[config.mk]
export PLATFORM = sky130hd
export DESIGN_NAME = rise_fall_transition_detector_top
export DESIGN_NICKNAME = d
export VERILOG_FILES = /design/src/rtl/core/rft_pkg.sv /design/src/rtl/core/rft_levels.sv /design/src/rtl/core/rft_front.sv /design/src/rtl/core/rft_queue.sv /design/src/rtl/core/rft_back.sv /design/src/rtl/core/rise_fall_transition_detector_top.sv
export SDC_FILE = /design/constraint.sdc
export NUM_CORES = 2
export LEC_CHECK = 0
export ABC_AREA = 1
export BUFFER_PORTS_ARGS = -buffer_cell sky130_fd_sc_hd__buf_2
export CAP_MARGIN = 25
export CORE_MARGIN = 5
export CORE_UTILIZATION = 60
export DETAILED_ROUTE_END_ITERATION = 6
export GPL_ROUTABILITY_DRIVEN = 0
export PLACE_DENSITY = 0.77
export SKIP_LAST_GASP = 1
export SLEW_MARGIN = 15
export SYNTH_ARGS = -nofsm -noshare
export SYNTH_HDL_FRONTEND = slang
export SYNTH_HIERARCHICAL = 1
export SYNTH_SLANG_ARGS = --single-unit
[constraint.sdc]
create_clock -name clk -period 6.7 [get_ports clk]
set_clock_uncertainty 0.15 [all_clocks]
set_input_delay 0.335 -clock clk [delete_from_list [all_inputs] [get_ports clk]]
set_output_delay 0.335 -clock clk [all_outputs]
set_load 0.01 [all_outputs]
[src/rtl/core/rft_pkg.sv]
package rft_pkg;

	localparam int SAMPLE_BITS    = 16;
	localparam int INDEX_BITS     = 24;
	localparam int FRAC_BITS      = 8;
	localparam int LEVEL_BITS     = 16;
	localparam int PCT_BITS       = 7;
	localparam int POS_BITS       = 32;
	localparam int CFG_INDEX_BITS = 2;
	localparam int CFG_DATA_BITS  = 16;

	localparam int DIFF_BITS    = ((SAMPLE_BITS > LEVEL_BITS) ? SAMPLE_BITS : LEVEL_BITS) + 2;
	localparam int REM_BITS     = SAMPLE_BITS + 1;
	localparam int POS_SUM_BITS = INDEX_BITS + FRAC_BITS + 1;
	localparam int PROD_BITS    = PCT_BITS + LEVEL_BITS;
	localparam int DIV100_BITS  = 24;
	localparam int DIV100_SHIFT = 30;
	localparam int WIDE_BITS    = PROD_BITS + DIV100_BITS;

	localparam logic [DIV100_BITS-1:0] DIV100_MULT = 24'd10737419;
	localparam logic [PCT_BITS-1:0]    PCT_MAX     = 7'd100;
	localparam logic [PCT_BITS-1:0]    LOWER_PCT_RESET = 7'd10;
	localparam logic [PCT_BITS-1:0]    UPPER_PCT_RESET = 7'd90;

	localparam logic [1:0] CLS_BELOW = 2'd0;
	localparam logic [1:0] CLS_MID   = 2'd1;
	localparam logic [1:0] CLS_ABOVE = 2'd2;

	localparam logic [CFG_INDEX_BITS-1:0] CFG_STATE_LOW  = 2'd0;
	localparam logic [CFG_INDEX_BITS-1:0] CFG_STATE_HIGH = 2'd1;
	localparam logic [CFG_INDEX_BITS-1:0] CFG_LOWER_PCT  = 2'd2;
	localparam logic [CFG_INDEX_BITS-1:0] CFG_UPPER_PCT  = 2'd3;

	typedef struct packed {
		logic signed [SAMPLE_BITS-1:0] sample;
		logic                          first;
	} sample_t;

	typedef struct packed {
		logic                rising;
		logic [POS_BITS-1:0] start_pos;
		logic [POS_BITS-1:0] end_pos;
		logic [POS_BITS-1:0] duration;
	} result_t;

	typedef struct packed {
		logic                         ok;
		logic                         enabled;
		logic signed [LEVEL_BITS-1:0] trail;
		logic signed [LEVEL_BITS-1:0] lead;
	} levels_t;

	typedef struct packed {
		logic full;
		logic empty;
	} queue_stat_t;

	typedef struct packed {
		logic                          do_start;
		logic signed [LEVEL_BITS-1:0]  start_lvl;
		logic                          do_emit;
		logic signed [LEVEL_BITS-1:0]  end_lvl;
		logic                          rising;
		logic signed [SAMPLE_BITS-1:0] a;
		logic signed [SAMPLE_BITS-1:0] b;
		logic [INDEX_BITS-1:0]         idx;
	} job_t;

endpackage

[src/rtl/core/rft_levels.sv]
module rft_levels (
	input  logic                                clk,
	input  logic                                arst_n,
	input  logic                                cfg_valid,
	output logic                                cfg_ready,
	input  logic [rft_pkg::CFG_INDEX_BITS-1:0]  cfg_index,
	input  logic [rft_pkg::CFG_DATA_BITS-1:0]   cfg_data,
	output rft_pkg::levels_t                    levels
);

	logic signed [rft_pkg::LEVEL_BITS-1:0] state_low_q;
	logic signed [rft_pkg::LEVEL_BITS-1:0] state_high_q;
	logic [rft_pkg::PCT_BITS-1:0]          lower_pct_q;
	logic [rft_pkg::PCT_BITS-1:0]          upper_pct_q;
	logic [1:0]                            settle_q;

	logic [rft_pkg::LEVEL_BITS:0]          span;
	logic [rft_pkg::LEVEL_BITS-1:0]        range_u;
	logic [rft_pkg::PCT_BITS-1:0]          lower_sat;
	logic [rft_pkg::PCT_BITS-1:0]          upper_sat;

	logic [rft_pkg::PROD_BITS-1:0]         trail_prod_s1;
	logic [rft_pkg::PROD_BITS-1:0]         lead_prod_s1;
	logic [rft_pkg::WIDE_BITS-1:0]         trail_wide;
	logic [rft_pkg::WIDE_BITS-1:0]         lead_wide;
	logic [rft_pkg::LEVEL_BITS-1:0]        trail_off_s2;
	logic [rft_pkg::LEVEL_BITS-1:0]        lead_off_s2;
	logic [rft_pkg::LEVEL_BITS:0]          trail_sum;
	logic [rft_pkg::LEVEL_BITS:0]          lead_sum;
	logic [rft_pkg::LEVEL_BITS-1:0]        trail_s3;
	logic [rft_pkg::LEVEL_BITS-1:0]        lead_s3;

	assign cfg_ready = 1'b1;

	always_ff @(posedge clk or negedge arst_n) begin
		if (!arst_n) begin
			state_low_q  <= '0;
			state_high_q <= '0;
			lower_pct_q  <= rft_pkg::LOWER_PCT_RESET;
			upper_pct_q  <= rft_pkg::UPPER_PCT_RESET;
			settle_q     <= 2'd3;
		end else if (cfg_valid && cfg_ready) begin
			settle_q <= 2'd3;
			unique case (cfg_index)
				rft_pkg::CFG_STATE_LOW:  state_low_q  <= cfg_data;
				rft_pkg::CFG_STATE_HIGH: state_high_q <= cfg_data;
				rft_pkg::CFG_LOWER_PCT:  lower_pct_q  <= cfg_data[rft_pkg::PCT_BITS-1:0];
				rft_pkg::CFG_UPPER_PCT:  upper_pct_q  <= cfg_data[rft_pkg::PCT_BITS-1:0];
			endcase
		end else if (settle_q != 2'd0) begin
			settle_q <= settle_q - 2'd1;
		end
	end

	assign span      = {state_high_q[rft_pkg::LEVEL_BITS-1], state_high_q}
	                 - {state_low_q[rft_pkg::LEVEL_BITS-1], state_low_q};
	assign range_u   = span[rft_pkg::LEVEL_BITS-1:0];
	assign lower_sat = (lower_pct_q > rft_pkg::PCT_MAX) ? rft_pkg::PCT_MAX : lower_pct_q;
	assign upper_sat = (upper_pct_q > rft_pkg::PCT_MAX) ? rft_pkg::PCT_MAX : upper_pct_q;

	assign trail_wide = rft_pkg::WIDE_BITS'(trail_prod_s1)
	                  * rft_pkg::WIDE_BITS'(rft_pkg::DIV100_MULT);
	assign lead_wide  = rft_pkg::WIDE_BITS'(lead_prod_s1)
	                  * rft_pkg::WIDE_BITS'(rft_pkg::DIV100_MULT);

	assign trail_sum = {state_low_q[rft_pkg::LEVEL_BITS-1], state_low_q} + {1'b0, trail_off_s2};
	assign lead_sum  = {state_low_q[rft_pkg::LEVEL_BITS-1], state_low_q} + {1'b0, lead_off_s2};

	always_ff @(posedge clk) begin
		trail_prod_s1 <= rft_pkg::PROD_BITS'(lower_sat) * rft_pkg::PROD_BITS'(range_u);
		lead_prod_s1  <= rft_pkg::PROD_BITS'(upper_sat) * rft_pkg::PROD_BITS'(range_u);
		trail_off_s2  <= trail_wide[rft_pkg::DIV100_SHIFT +: rft_pkg::LEVEL_BITS];
		lead_off_s2   <= lead_wide[rft_pkg::DIV100_SHIFT +: rft_pkg::LEVEL_BITS];
		trail_s3      <= trail_sum[rft_pkg::LEVEL_BITS-1:0];
		lead_s3       <= lead_sum[rft_pkg::LEVEL_BITS-1:0];
	end

	assign levels.ok      = (settle_q == 2'd0);
	assign levels.enabled = (state_high_q > state_low_q);
	assign levels.trail   = trail_s3;
	assign levels.lead    = lead_s3;

endmodule

[src/rtl/core/rft_front.sv]
module rft_front (
	input  logic                 clk,
	input  logic                 arst_n,
	input  rft_pkg::levels_t     levels,
	input  logic                 sample_valid,
	output logic                 sample_stall,
	input  rft_pkg::sample_t     sample_data,
	input  rft_pkg::queue_stat_t q_stat,
	output logic                 push,
	output rft_pkg::job_t        push_job
);

	logic signed [rft_pkg::SAMPLE_BITS-1:0] prev_sample_q;
	logic [1:0]                             prev_class_q;
	logic                                   rise_armed_q;
	logic                                   fall_armed_q;
	logic [rft_pkg::INDEX_BITS-1:0]         index_q;
	logic                                   have_prev_q;

	logic signed [rft_pkg::DIFF_BITS-1:0] x_ext;
	logic signed [rft_pkg::DIFF_BITS-1:0] trail_ext;
	logic signed [rft_pkg::DIFF_BITS-1:0] lead_ext;
	logic                                 accept;
	logic                                 restart;
	logic [1:0]                           cls;
	logic                                 ra;
	logic                                 fa;
	logic                                 do_start;
	logic                                 do_emit;
	logic                                 rising;
	logic signed [rft_pkg::LEVEL_BITS-1:0] start_lvl;
	logic signed [rft_pkg::LEVEL_BITS-1:0] end_lvl;

	assign sample_stall = !levels.ok || q_stat.full;
	assign accept       = sample_valid && !sample_stall;
	assign restart      = sample_data.first || !have_prev_q;

	assign x_ext     = rft_pkg::DIFF_BITS'(sample_data.sample);
	assign trail_ext = rft_pkg::DIFF_BITS'(levels.trail);
	assign lead_ext  = rft_pkg::DIFF_BITS'(levels.lead);

	always_comb begin
		cls       = rft_pkg::CLS_BELOW;
		ra        = rise_armed_q;
		fa        = fall_armed_q;
		do_start  = 1'b0;
		do_emit   = 1'b0;
		rising    = 1'b0;
		start_lvl = levels.trail;
		end_lvl   = levels.trail;
		if (levels.enabled) begin
			if (x_ext <= trail_ext) begin
				cls = rft_pkg::CLS_BELOW;
			end else if (x_ext >= lead_ext) begin
				cls = rft_pkg::CLS_ABOVE;
			end else begin
				cls = rft_pkg::CLS_MID;
			end
			if (cls == rft_pkg::CLS_BELOW) begin
				ra = 1'b0;
				if (fa) begin
					do_emit = 1'b1;
					end_lvl = levels.trail;
					rising  = 1'b0;
					fa      = 1'b0;
				end
			end else if (cls == rft_pkg::CLS_ABOVE) begin
				fa = 1'b0;
				if (ra) begin
					do_emit = 1'b1;
					end_lvl = levels.lead;
					rising  = 1'b1;
					ra      = 1'b0;
				end
			end
			if (prev_class_q == rft_pkg::CLS_BELOW && cls != rft_pkg::CLS_BELOW && !ra) begin
				ra        = 1'b1;
				do_start  = 1'b1;
				start_lvl = levels.trail;
				if (cls == rft_pkg::CLS_ABOVE) begin
					do_emit = 1'b1;
					end_lvl = levels.lead;
					rising  = 1'b1;
					ra      = 1'b0;
				end
			end
			if (prev_class_q == rft_pkg::CLS_ABOVE && cls != rft_pkg::CLS_ABOVE && !fa) begin
				fa        = 1'b1;
				do_start  = 1'b1;
				start_lvl = levels.lead;
				if (cls == rft_pkg::CLS_BELOW) begin
					do_emit = 1'b1;
					end_lvl = levels.trail;
					rising  = 1'b0;
					fa      = 1'b0;
				end
			end
		end else begin
			ra = 1'b0;
			fa = 1'b0;
		end
	end

	assign push              = accept && !restart && (do_start || do_emit);
	assign push_job.do_start  = do_start;
	assign push_job.start_lvl = start_lvl;
	assign push_job.do_emit   = do_emit;
	assign push_job.end_lvl   = end_lvl;
	assign push_job.rising    = rising;
	assign push_job.a         = prev_sample_q;
	assign push_job.b         = sample_data.sample;
	assign push_job.idx       = index_q;

	always_ff @(posedge clk or negedge arst_n) begin
		if (!arst_n) begin
			prev_class_q <= rft_pkg::CLS_BELOW;
			rise_armed_q <= 1'b0;
			fall_armed_q <= 1'b0;
			index_q      <= '0;
			have_prev_q  <= 1'b0;
		end else if (accept) begin
			prev_class_q <= cls;
			have_prev_q  <= 1'b1;
			if (restart) begin
				index_q      <= '0;
				rise_armed_q <= 1'b0;
				fall_armed_q <= 1'b0;
			end else begin
				if (index_q != '1) begin
					index_q <= index_q + 1'b1;
				end
				rise_armed_q <= ra;
				fall_armed_q <= fa;
			end
		end
	end

	always_ff @(posedge clk) begin
		if (accept) begin
			prev_sample_q <= sample_data.sample;
		end
	end

endmodule

[src/rtl/core/rft_queue.sv]
module rft_queue #(
	parameter int DEPTH = 4
) (
	input  logic                 clk,
	input  logic                 arst_n,
	input  logic                 push,
	input  rft_pkg::job_t        push_job,
	input  logic                 pop,
	output rft_pkg::job_t        head_job,
	output rft_pkg::queue_stat_t q_stat
);

	localparam int PTR_BITS = $clog2(DEPTH);
	localparam int CNT_BITS = $clog2(DEPTH + 1);

	rft_pkg::job_t         mem_q [DEPTH];
	logic [PTR_BITS-1:0]   wr_ptr_q;
	logic [PTR_BITS-1:0]   rd_ptr_q;
	logic [CNT_BITS-1:0]   count_q;

	assign q_stat.full  = (count_q == CNT_BITS'(DEPTH));
	assign q_stat.empty = (count_q == '0);
	assign head_job     = mem_q[rd_ptr_q];

	always_ff @(posedge clk) begin
		if (push) begin
			mem_q[wr_ptr_q] <= push_job;
		end
	end

	always_ff @(posedge clk or negedge arst_n) begin
		if (!arst_n) begin
			wr_ptr_q <= '0;
			rd_ptr_q <= '0;
			count_q  <= '0;
		end else begin
			if (push) begin
				wr_ptr_q <= (wr_ptr_q == PTR_BITS'(DEPTH - 1)) ? '0 : wr_ptr_q + 1'b1;
			end
			if (pop) begin
				rd_ptr_q <= (rd_ptr_q == PTR_BITS'(DEPTH - 1)) ? '0 : rd_ptr_q + 1'b1;
			end
			if (push && !pop) begin
				count_q <= count_q + 1'b1;
			end else if (pop && !push) begin
				count_q <= count_q - 1'b1;
			end
		end
	end

endmodule

[src/rtl/core/rft_back.sv]
module rft_back (
	input  logic                 clk,
	input  logic                 arst_n,
	input  rft_pkg::queue_stat_t q_stat,
	input  rft_pkg::job_t        head_job,
	output logic                 pop,
	output logic                 result_valid,
	input  logic                 result_stall,
	output rft_pkg::result_t     result_data
);

	localparam logic [2:0] ST_IDLE = 3'd0;
	localparam logic [2:0] ST_PREP = 3'd1;
	localparam logic [2:0] ST_DIV  = 3'd2;
	localparam logic [2:0] ST_POS  = 3'd3;
	localparam logic [2:0] ST_EMIT = 3'd4;

	localparam int CNT_BITS = $clog2(rft_pkg::FRAC_BITS + 1);
	localparam logic [rft_pkg::FRAC_BITS:0] FRAC_ONE = {1'b1, {rft_pkg::FRAC_BITS{1'b0}}};

	logic [2:0]                          state_q;
	rft_pkg::job_t                       job_q;
	logic                                phase_end_q;
	logic [rft_pkg::REM_BITS-1:0]        rem_q;
	logic [rft_pkg::REM_BITS-1:0]        den_q;
	logic [rft_pkg::FRAC_BITS:0]         frac_q;
	logic [CNT_BITS-1:0]                 cnt_q;
	logic [rft_pkg::POS_BITS-1:0]        pending_start_q;
	logic [rft_pkg::POS_BITS-1:0]        end_pos_q;
	logic                                result_valid_q;
	rft_pkg::result_t                    result_q;

	logic signed [rft_pkg::LEVEL_BITS-1:0] lvl;
	logic signed [rft_pkg::DIFF_BITS-1:0]  a_ext;
	logic signed [rft_pkg::DIFF_BITS-1:0]  b_ext;
	logic signed [rft_pkg::DIFF_BITS-1:0]  l_ext;
	logic signed [rft_pkg::DIFF_BITS-1:0]  diff_raw;
	logic signed [rft_pkg::DIFF_BITS-1:0]  num_raw;
	logic signed [rft_pkg::DIFF_BITS-1:0]  diff_abs;
	logic signed [rft_pkg::DIFF_BITS-1:0]  num_abs;
	logic [rft_pkg::REM_BITS-1:0]          rem_dbl;
	logic                                  rem_ge;
	logic [rft_pkg::POS_SUM_BITS-1:0]      pos_sum;
	logic [rft_pkg::POS_BITS-1:0]          pos;
	logic                                  out_free;
	logic [rft_pkg::POS_BITS-1:0]          dur;

	assign pop = (state_q == ST_IDLE) && !q_stat.empty;

	assign lvl      = phase_end_q ? job_q.end_lvl : job_q.start_lvl;
	assign a_ext    = rft_pkg::DIFF_BITS'(job_q.a);
	assign b_ext    = rft_pkg::DIFF_BITS'(job_q.b);
	assign l_ext    = rft_pkg::DIFF_BITS'(lvl);
	assign diff_raw = b_ext - a_ext;
	assign num_raw  = l_ext - a_ext;
	assign diff_abs = diff_raw[rft_pkg::DIFF_BITS-1] ? -diff_raw : diff_raw;
	assign num_abs  = diff_raw[rft_pkg::DIFF_BITS-1] ? -num_raw : num_raw;

	assign rem_dbl = {rem_q[rft_pkg::REM_BITS-2:0], 1'b0};
	assign rem_ge  = (rem_dbl >= den_q);

	assign pos_sum = {1'b0, job_q.idx, {rft_pkg::FRAC_BITS{1'b0}}}
	               + rft_pkg::POS_SUM_BITS'(frac_q);
	assign pos     = (|pos_sum[rft_pkg::POS_SUM_BITS-1:rft_pkg::POS_BITS])
	               ? '1 : pos_sum[rft_pkg::POS_BITS-1:0];

	assign out_free = !result_valid_q || !result_stall;
	assign dur      = (end_pos_q >= pending_start_q) ? end_pos_q - pending_start_q : '0;

	always_ff @(posedge clk or negedge arst_n) begin
		if (!arst_n) begin
			state_q        <= ST_IDLE;
			result_valid_q <= 1'b0;
		end else begin
			if (result_valid_q && !result_stall && state_q != ST_EMIT) begin
				result_valid_q <= 1'b0;
			end
			unique case (state_q)
				ST_IDLE: begin
					if (pop) begin
						state_q <= ST_PREP;
					end
				end
				ST_PREP: begin
					if (diff_abs == '0 || num_abs[rft_pkg::DIFF_BITS-1] || num_abs == '0
					    || num_abs >= diff_abs) begin
						state_q <= ST_POS;
					end else begin
						state_q <= ST_DIV;
					end
				end
				ST_DIV: begin
					if (cnt_q == CNT_BITS'(1)) begin
						state_q <= ST_POS;
					end
				end
				ST_POS: begin
					if (phase_end_q) begin
						state_q <= ST_EMIT;
					end else if (job_q.do_emit) begin
						state_q <= ST_PREP;
					end else begin
						state_q <= ST_IDLE;
					end
				end
				ST_EMIT: begin
					if (out_free) begin
						result_valid_q <= 1'b1;
						state_q        <= ST_IDLE;
					end
				end
				default: begin
					state_q <= ST_IDLE;
				end
			endcase
		end
	end

	always_ff @(posedge clk) begin
		unique case (state_q)
			ST_IDLE: begin
				if (pop) begin
					job_q       <= head_job;
					phase_end_q <= !head_job.do_start;
				end
			end
			ST_PREP: begin
				rem_q  <= num_abs[rft_pkg::REM_BITS-1:0];
				den_q  <= diff_abs[rft_pkg::REM_BITS-1:0];
				cnt_q  <= CNT_BITS'(rft_pkg::FRAC_BITS);
				if (diff_abs == '0 || num_abs[rft_pkg::DIFF_BITS-1] || num_abs == '0) begin
					frac_q <= '0;
				end else if (num_abs >= diff_abs) begin
					frac_q <= FRAC_ONE;
				end else begin
					frac_q <= '0;
				end
			end
			ST_DIV: begin
				rem_q  <= rem_ge ? rem_dbl - den_q : rem_dbl;
				frac_q <= {frac_q[rft_pkg::FRAC_BITS-1:0], rem_ge};
				cnt_q  <= cnt_q - 1'b1;
			end
			ST_POS: begin
				if (phase_end_q) begin
					end_pos_q <= pos;
				end else begin
					pending_start_q <= pos;
					phase_end_q     <= 1'b1;
				end
			end
			ST_EMIT: begin
				if (out_free) begin
					result_q.rising    <= job_q.rising;
					result_q.start_pos <= pending_start_q;
					result_q.end_pos   <= end_pos_q;
					result_q.duration  <= dur;
				end
			end
			default: begin
			end
		endcase
	end

	assign result_valid = result_valid_q;
	assign result_data  = result_q;

endmodule

[src/rtl/core/rise_fall_transition_detector_top.sv]
// Rise and fall transition detector for sampled records.
// Samples enter on the sample channel (valid/stall), one beat per sample; a
// set first bit starts a new record. Results leave on the result channel
// (valid/stall), one beat per detected rising or falling edge, carrying the
// two reference crossings in Q24.8 sample units and their difference.
// Configuration beats (valid/ready) write the state levels and percentages;
// write them only while the block is idle. After a write and after reset,
// the sample channel stalls while the reference levels are recomputed
// through a three-stage multiply pipeline. The front takes one sample per
// cycle unless stalled and queues crossing jobs. The back interpolates each
// crossing with a restoring divider, one quotient bit per cycle: a crossing
// passes a prepare state, the divide state (skipped for a fraction of 0 or
// 1) and a position state (one crossing for an armed edge, two for a jump
// across both levels), and a job with an edge ends in the emit state. Apart
// from that settling, the sample channel stalls only when QUEUE_DEPTH jobs
// are waiting. A stalled result holds in the output register while the back
// goes on with the next job up to its result.
// Reset clears the record state, the queue and the output valid.
module rise_fall_transition_detector_top #(
	parameter int QUEUE_DEPTH = 4
) (
	input  logic                               clk,
	input  logic                               arst_n,
	input  logic                               sample_valid,
	output logic                               sample_stall,
	input  rft_pkg::sample_t                   sample_data,
	output logic                               result_valid,
	input  logic                               result_stall,
	output rft_pkg::result_t                   result_data,
	input  logic                               cfg_valid,
	output logic                               cfg_ready,
	input  logic [rft_pkg::CFG_INDEX_BITS-1:0] cfg_index,
	input  logic [rft_pkg::CFG_DATA_BITS-1:0]  cfg_data
);

	rft_pkg::levels_t     levels;
	rft_pkg::queue_stat_t q_stat;
	rft_pkg::job_t        push_job;
	rft_pkg::job_t        head_job;
	logic                 push;
	logic                 pop;

	rft_levels u_levels (
		.clk       (clk),
		.arst_n    (arst_n),
		.cfg_valid (cfg_valid),
		.cfg_ready (cfg_ready),
		.cfg_index (cfg_index),
		.cfg_data  (cfg_data),
		.levels    (levels)
	);

	rft_front u_front (
		.clk          (clk),
		.arst_n       (arst_n),
		.levels       (levels),
		.sample_valid (sample_valid),
		.sample_stall (sample_stall),
		.sample_data  (sample_data),
		.q_stat       (q_stat),
		.push         (push),
		.push_job     (push_job)
	);

	rft_queue #(
		.DEPTH (QUEUE_DEPTH)
	) u_queue (
		.clk      (clk),
		.arst_n   (arst_n),
		.push     (push),
		.push_job (push_job),
		.pop      (pop),
		.head_job (head_job),
		.q_stat   (q_stat)
	);

	rft_back u_back (
		.clk          (clk),
		.arst_n       (arst_n),
		.q_stat       (q_stat),
		.head_job     (head_job),
		.pop          (pop),
		.result_valid (result_valid),
		.result_stall (result_stall),
		.result_data  (result_data)
	);

endmodule

* Yosys cells after proc, flatten, opt, wreduce, memory -nomap -nowiden
Memory sizes are Yosys's and may differ from the RTL's.
Cells that the tools add are included.
** Word-level totals
- Bits in registers :: 512
- RAM bits :: 364
- Input bits :: 40
- Memories kept :: 1
** Memories
- u_queue.mem_q :: words 4, width 91, read ports 1, clocked after memory_dff 0, wr ports 1, line rft_queue.sv:16 : rft_pkg::job_t mem_q [DEPTH];
** Operators by class
- Add/sub/neg operators :: 17
- Multiply operators :: 4
- $lt $le $gt $ge :: 8
- Equal/unequal tests :: 19
- Mux-type cells :: 80
- Bitwise logic cells :: 1
- Reductions and logical operators :: 57
** Operators with widths (count)
- $mux W16 :: 12
- $mul A23 B24 Y46 const B :: 2
- $mux W24 :: 2
- $mul A7 B16 Y23 :: 2
- $mux W1 :: 40
- $logic_not A18 Y1 :: 2
- $mux W18 :: 2
- $neg A18 Y18 :: 2
- $sub A16 B16 Y17 :: 2
- $add A32 B9 Y33 :: 1
- $add A16 B16 Y16 :: 2
- $ge A32 B32 Y1 :: 1
- $mux W32 :: 1
- $pmux W16 S2 :: 1
- $sub A16 B16 Y16 :: 2
- $sub A32 B32 Y32 :: 1
- $add A24 B1 Y24 const B :: 1
- $ne A24 B24 Y1 const B :: 1
- $reduce_and A2 Y1 :: 10
- $ge A18 B18 Y1 :: 1
- $mux W3 :: 6
- $mux W9 :: 2
- $pmux W9 S2 :: 1
- $ge A17 B17 Y1 :: 1
- 31 further kinds :: 88

* Longest topological paths before layout
- Depth after elaboration :: 20
- Mapped depth :: 34
- Gate-level depth less buffers :: 32

* Cells and area by module
The synthesis kept the hierarchy.
** Modules (own cells, without submodules)
- rft_levels :: times used 1, cells each 4431, area an instance 34870.9 um2
- rft_back :: times used 1, cells each 1850, area an instance 17057.6 um2
- rft_queue :: times used 1, cells each 1114, area an instance 14980.6 um2
- rft_front :: times used 1, cells each 505, area an instance 3787.4 um2

* Worst setup path after synthesis
OpenSTA, ideal clock, no wires.
- Path kind :: register to register
- Start :: register u_back.state_q[2]
- End :: register u_queue.count_q[1]
- Library setup time :: 0.117 ns
- Arrival :: 5.776 ns
- Data required time :: 6.433 ns
- Path slack :: 0.657 ns
- Cell stages (with the launch flop) :: 12
- Path buffers :: 0
- Period minus slack after synthesis :: 6.043 ns
- Path through :: dfrtp_1 nor2_1 inv_1 nor2_1 inv_1 nor2_1 inv_1 ha_1 inv_1 fa_1 nand2_1 nand2_1
** On the way
- Cells in the longest elaborated chain, start to end :: 5
- Elaborated cells between the ends (all ways) :: 7
** Ends and longest elaborated chain
- start, declared :: line rft_back.sv:21 : logic [2:0] state_q;
- start signal, assigned :: line rft_back.sv:72 : state_q <= ST_IDLE;
- start signal, assigned :: line rft_back.sv:81 : state_q <= ST_PREP;
- start signal, assigned :: line rft_back.sv:87 : state_q <= ST_POS;
- $logic_not A3 Y1 * :: line rft_back.sv:48 : assign pop = (state_q == ST_IDLE) && !q_stat.empty;
- $logic_and A1 B1 Y1 * :: line rft_back.sv:48
- via pop :: line rise_fall_transition_detector_top.sv:41 : logic pop;
- $logic_not A1 Y1 :: line rft_queue.sv:43 : if (push && !pop) begin
- $logic_and A1 B1 Y1 :: line rft_queue.sv:43
- $mux W3 / $reduce_bool A2 Y1 (equally long branches)
- end signal, assigned :: line rft_queue.sv:44 : count_q <= count_q + 1'b1;
- end signal, assigned :: line rft_queue.sv:46 : count_q <= count_q - 1'b1;
- end, declared :: line rft_queue.sv:19 : logic [CNT_BITS-1:0] count_q;
Mark *: on every way through the listed nets, which the timed path passes. The rest lies on a longest branch.
A chain may end at the register's enable or synchronous reset.

* Final worst setup path
- Start :: register u_levels/state_low_q[1] in the netlist's numbering
- End :: register u_levels/lead_prod_s1[14] in the netlist's numbering
** On the way
- Cells in the longest elaborated chain, start to end :: 2
** Ends and longest elaborated chain
- start, declared :: line rft_levels.sv:11 : logic signed [rft_pkg::LEVEL_BITS-1:0] state_low_q;
- start signal, assigned :: line rft_levels.sv:45 : rft_pkg::CFG_STATE_LOW: state_low_q <= cfg_data;
- $sub A16 B16 Y16 :: line rft_levels.sv:56 : - {state_low_q[rft_pkg::LEVEL_BITS-1], state_low_q};
- $mul A7 B16 Y23 :: line rft_levels.sv:71 : lead_prod_s1 <= rft_pkg::PROD_BITS'(upper_sat) * rft_pkg::PROD_BITS'(range_u);
- end signal, assigned :: line rft_levels.sv:71
- end, declared :: line rft_levels.sv:23 : logic [rft_pkg::PROD_BITS-1:0] lead_prod_s1;
Every way passes these cells.

==> metrics.md <==
| Metric | Value |
|---|---|
| Outcome | `completed` |
| Simple-Gate Fraction of Synth Area | `16.8%` |
| Hold Buf Count CTS | `38` |
| CTS sink count | `876` |
| GRT overflow | `0` |
| Number of synthesized register bits | `876` |
| CTS buffer count | `88` |
| Final-report setup violation count | `0` |
| Met3 usage | `4.05%` |
| Largest net degree at the start of global routing | `191` |
| CP max FO | `12` |
| Die Span X | `353 um` |
| Die height | `353 um` |
| Fin Setup TNS | `0 ns` |
| Post-synth EDFFs | `678` |
| Mapped Avg Cell Area | `8.95 um^2` |
| Initial DRC count | `4,399` |
| Vias in the first global route | `53,030` |
| Syn. warnings | `6` |
| Filler instances | `9,320` |
| N_diodes | `0` |
| WL/cell | `17.6 um` |
| Nets@finish | `9,380` |
| Most common cell after layout, fill and taps aside | `nand2_1` |
| Startpoint Class | `flop` |
| Skew-Pair Late Insertion Delay | `0.69 ns` |
| GR Layer Usage met1 | `35.1%` |
| CTS tree | `built` |
| Cells after Synth | `7,900` |
| R2r startpoint | `u_levels/state_low_q[1]` |
| Synthesized Nets | `9,226` |
| Die Area | `125,000 um^2` |
| Initial antenna violation count | `3` |
| Clock Path Buffers | `3` |
| Tcrit/Tclk final | `93.5%` |
| Met2 Track Usage GR | `46.2%` |
| First-pass GRT wire length | `273,000 um` |
| Largest family of logic cells by synthesized area | `adder cells` |
| Max H-tree Level | `3` |
| Hold Crit Class | `input pin to asynchronous set/reset pin` |
| # rows | `126` |
| WP data required | `7.11 ns` |
| Post-synthesis sequential area ratio | `35.0%` |
| DP HPWL | `134,000 um` |
| Async S/R FF share, synth | `10.0%` |
| Drt drc | `0` |
| Post-Synth Adder-Cell Area | `28.4%` |
| Fin. Hold Viols | `0` |
| Worst setup EP type | `flop` |
| Most frequent cells in the layout | `1,760 x nand2_1, 1,728 x inv_1, 752 x ha_1` |
| Critical path arrival | `6.68 ns` |
| Post-cts gate resize count | `0` |
| Vias per inst | `5.50` |
| Slew HR | `32.4%` |
| Peak Freq | `0.160 GHz` |
| Crit path kind | `flop to flop` |
| Max-cap violations | `0` |
| Layout area overhead | `7.59%` |
| Unique cell type count in the Yosys netlist | `64` |
| Final wirelength | `170,000 um` |
| Clk root buf | `clkbuf_16` |
| Routed vias | `53,123` |
| Fraction of the mapped netlist area in compound gates | `7.13%` |
| Tmin final | `6.27 ns` |
| RSZ-0062 raised after global routing | `no` |
| I/O Buffers | `138` |
| CTS clk-pin slew, worst paths | `0.06 ns` |
| Number of routed nets with antenna violations | `0` |
| Post-synthesis cell area | `70,700 um^2` |
| I/O pins | `140` |
| Crit path launch | `u_levels/state_low_q[1]` |
| First-pass iteration count of the detailed router | `6` |
| XOR/XNOR Fraction of Synth Area | `1.82%` |
| Most common flop cell mapped by yosys | `edfxtp_1` |
| Share of post-route cells with drive strength above 1 | `5.65%` |
| Total global-route track usage | `27.2%` |
| GR peak layer | `met2` |
| Post-CTS Setup Repair Bufs | `0` |
| Max Transition Viols Final | `0` |
| Measured slew at the worst slew-check pin | `1.01 ns` |
| Initial Util | `60.1%` |
| Post-synthesis mux area share | `0.0142%` |
| Core footprint | `118,000 um^2` |
[flip-flops by register name, indices dropped and copies added, names as in the netlist, 17 cells and up]
signal / cells
u_levels/trail_prod_s1: 23
u_back/end_pos_q: 32
u_back/pending_start_q: 32
u_front/index_q: 24
u_queue/mem_q: 364
u_levels/lead_prod_s1: 23
u_back/den_q: 17
u_back/result_data: 97
u_back/job_q: 58
[cells in the mapped netlist (40+ instances only)]
cell      instances  area [um^2]
xnor2_1          54          473
inv_1          1733         6500
dfrtp_1          80         2000
edfxtp_1        678        20400
buf_2            40          200
nand3_1         276         1380
a21oi_1         262         1310
nand4_1          83          519
nor3_1           58          290
ha_1            752         9410
buf_6            50          563
fa_1            534        10700
o21ai_0         198          991
xor2_1           82          718
o211ai_1        196         1470
nand2_1        1760         6610
nor2_1          584         2190
dfxtp_1         110         2200
[through the flow]
step	instances	hold slack (ns)	worst slack (ns)	util, %	area [um^2]
6_report	9664	0.0902	0.433	64.7	76100
5_1_grt	9664	0.0732	0.108	64.7	76100
4_1_cts	9662	0.0645	0.461	64.6	76000
3_5_place_dp	9460	0.159	0.491	61.7	72600
3_3_place_gp	9459	0.156	0.614	61.7	72600
2_1_floorplan	7900	-0.111	0.657	-	70700
[cell type report]
class / instances / area [um^2] / share of cell area (%)
clock buffer: 110 / 2350 / 3.09
tap: 1536 / 1920 / 2.53
timing repair buffer: 207 / 1410 / 1.86
inverter: 1752 / 6600 / 8.67
sequential: 876 / 24800 / 32.6
clock inverter: 54 / 671 / 0.882
multi-input combinational: 5129 / 38300 / 50.4
[path summary, 6_finish.rpt]
kind                                        endpoint  slack, ns  cells past startpoint
setup / recovery           u_levels/lead_prod_s1[14]       0.43                     23
hold / removal                   u_front/index_q[16]       0.09                      3
setup reg to reg           u_levels/lead_prod_s1[14]       0.43                     23
hold reg to reg                  u_front/have_prev_q       0.30                      2
max in group asynchronous  u_levels/state_high_q[10]       5.39                      3
min in group clk             u_levels/state_low_q[3]       0.10                      4
[kinds of logic (layout without fill, tap and decap cells)]
group | Yosys count | after routing
AOI/OAI and AO/OA | 823 | 823
xor gates and xnor gates | 142 | 142
adders and majority gates | 1286 | 1286
buffers and inverters | 1895 | 2123
DFF | 876 | 876
muxes | 1 | 1
other | 2 | 2
and+or+nand+nor | 2875 | 2875
[critical path, cell delays in order, from the launching register on]
cell and delay (ns):
dfrtp_1 0.49, inv_1 0.19, ha_1 0.23, a21oi_1 0.23, o21ai_2 0.13, a21oi_2 0.19
xor2_1 0.38, inv_1 0.34, nor2_1 0.24, fa_1 0.47, fa_1 0.50, fa_1 0.50
inv_1 0.05, fa_1 0.47, inv_1 0.04, ha_1 0.33, a21oi_1 0.29, inv_1 0.07
a21oi_1 0.33, o21ai_1 0.19, nand2_1 0.12, nand2_1 0.06, nand2_1 0.05, nand2_1 0.07
[routing by layer]
layer	wire length [um]	share of wire, %
met3	12100	7.1
met5	27	0.016
met1	68900	41
met4	7490	4.4
met2	81100	48
Power is left out: the tool's default activity adds up to more than one toggle a clock period on the data nets, which glitch-free logic cannot reach.
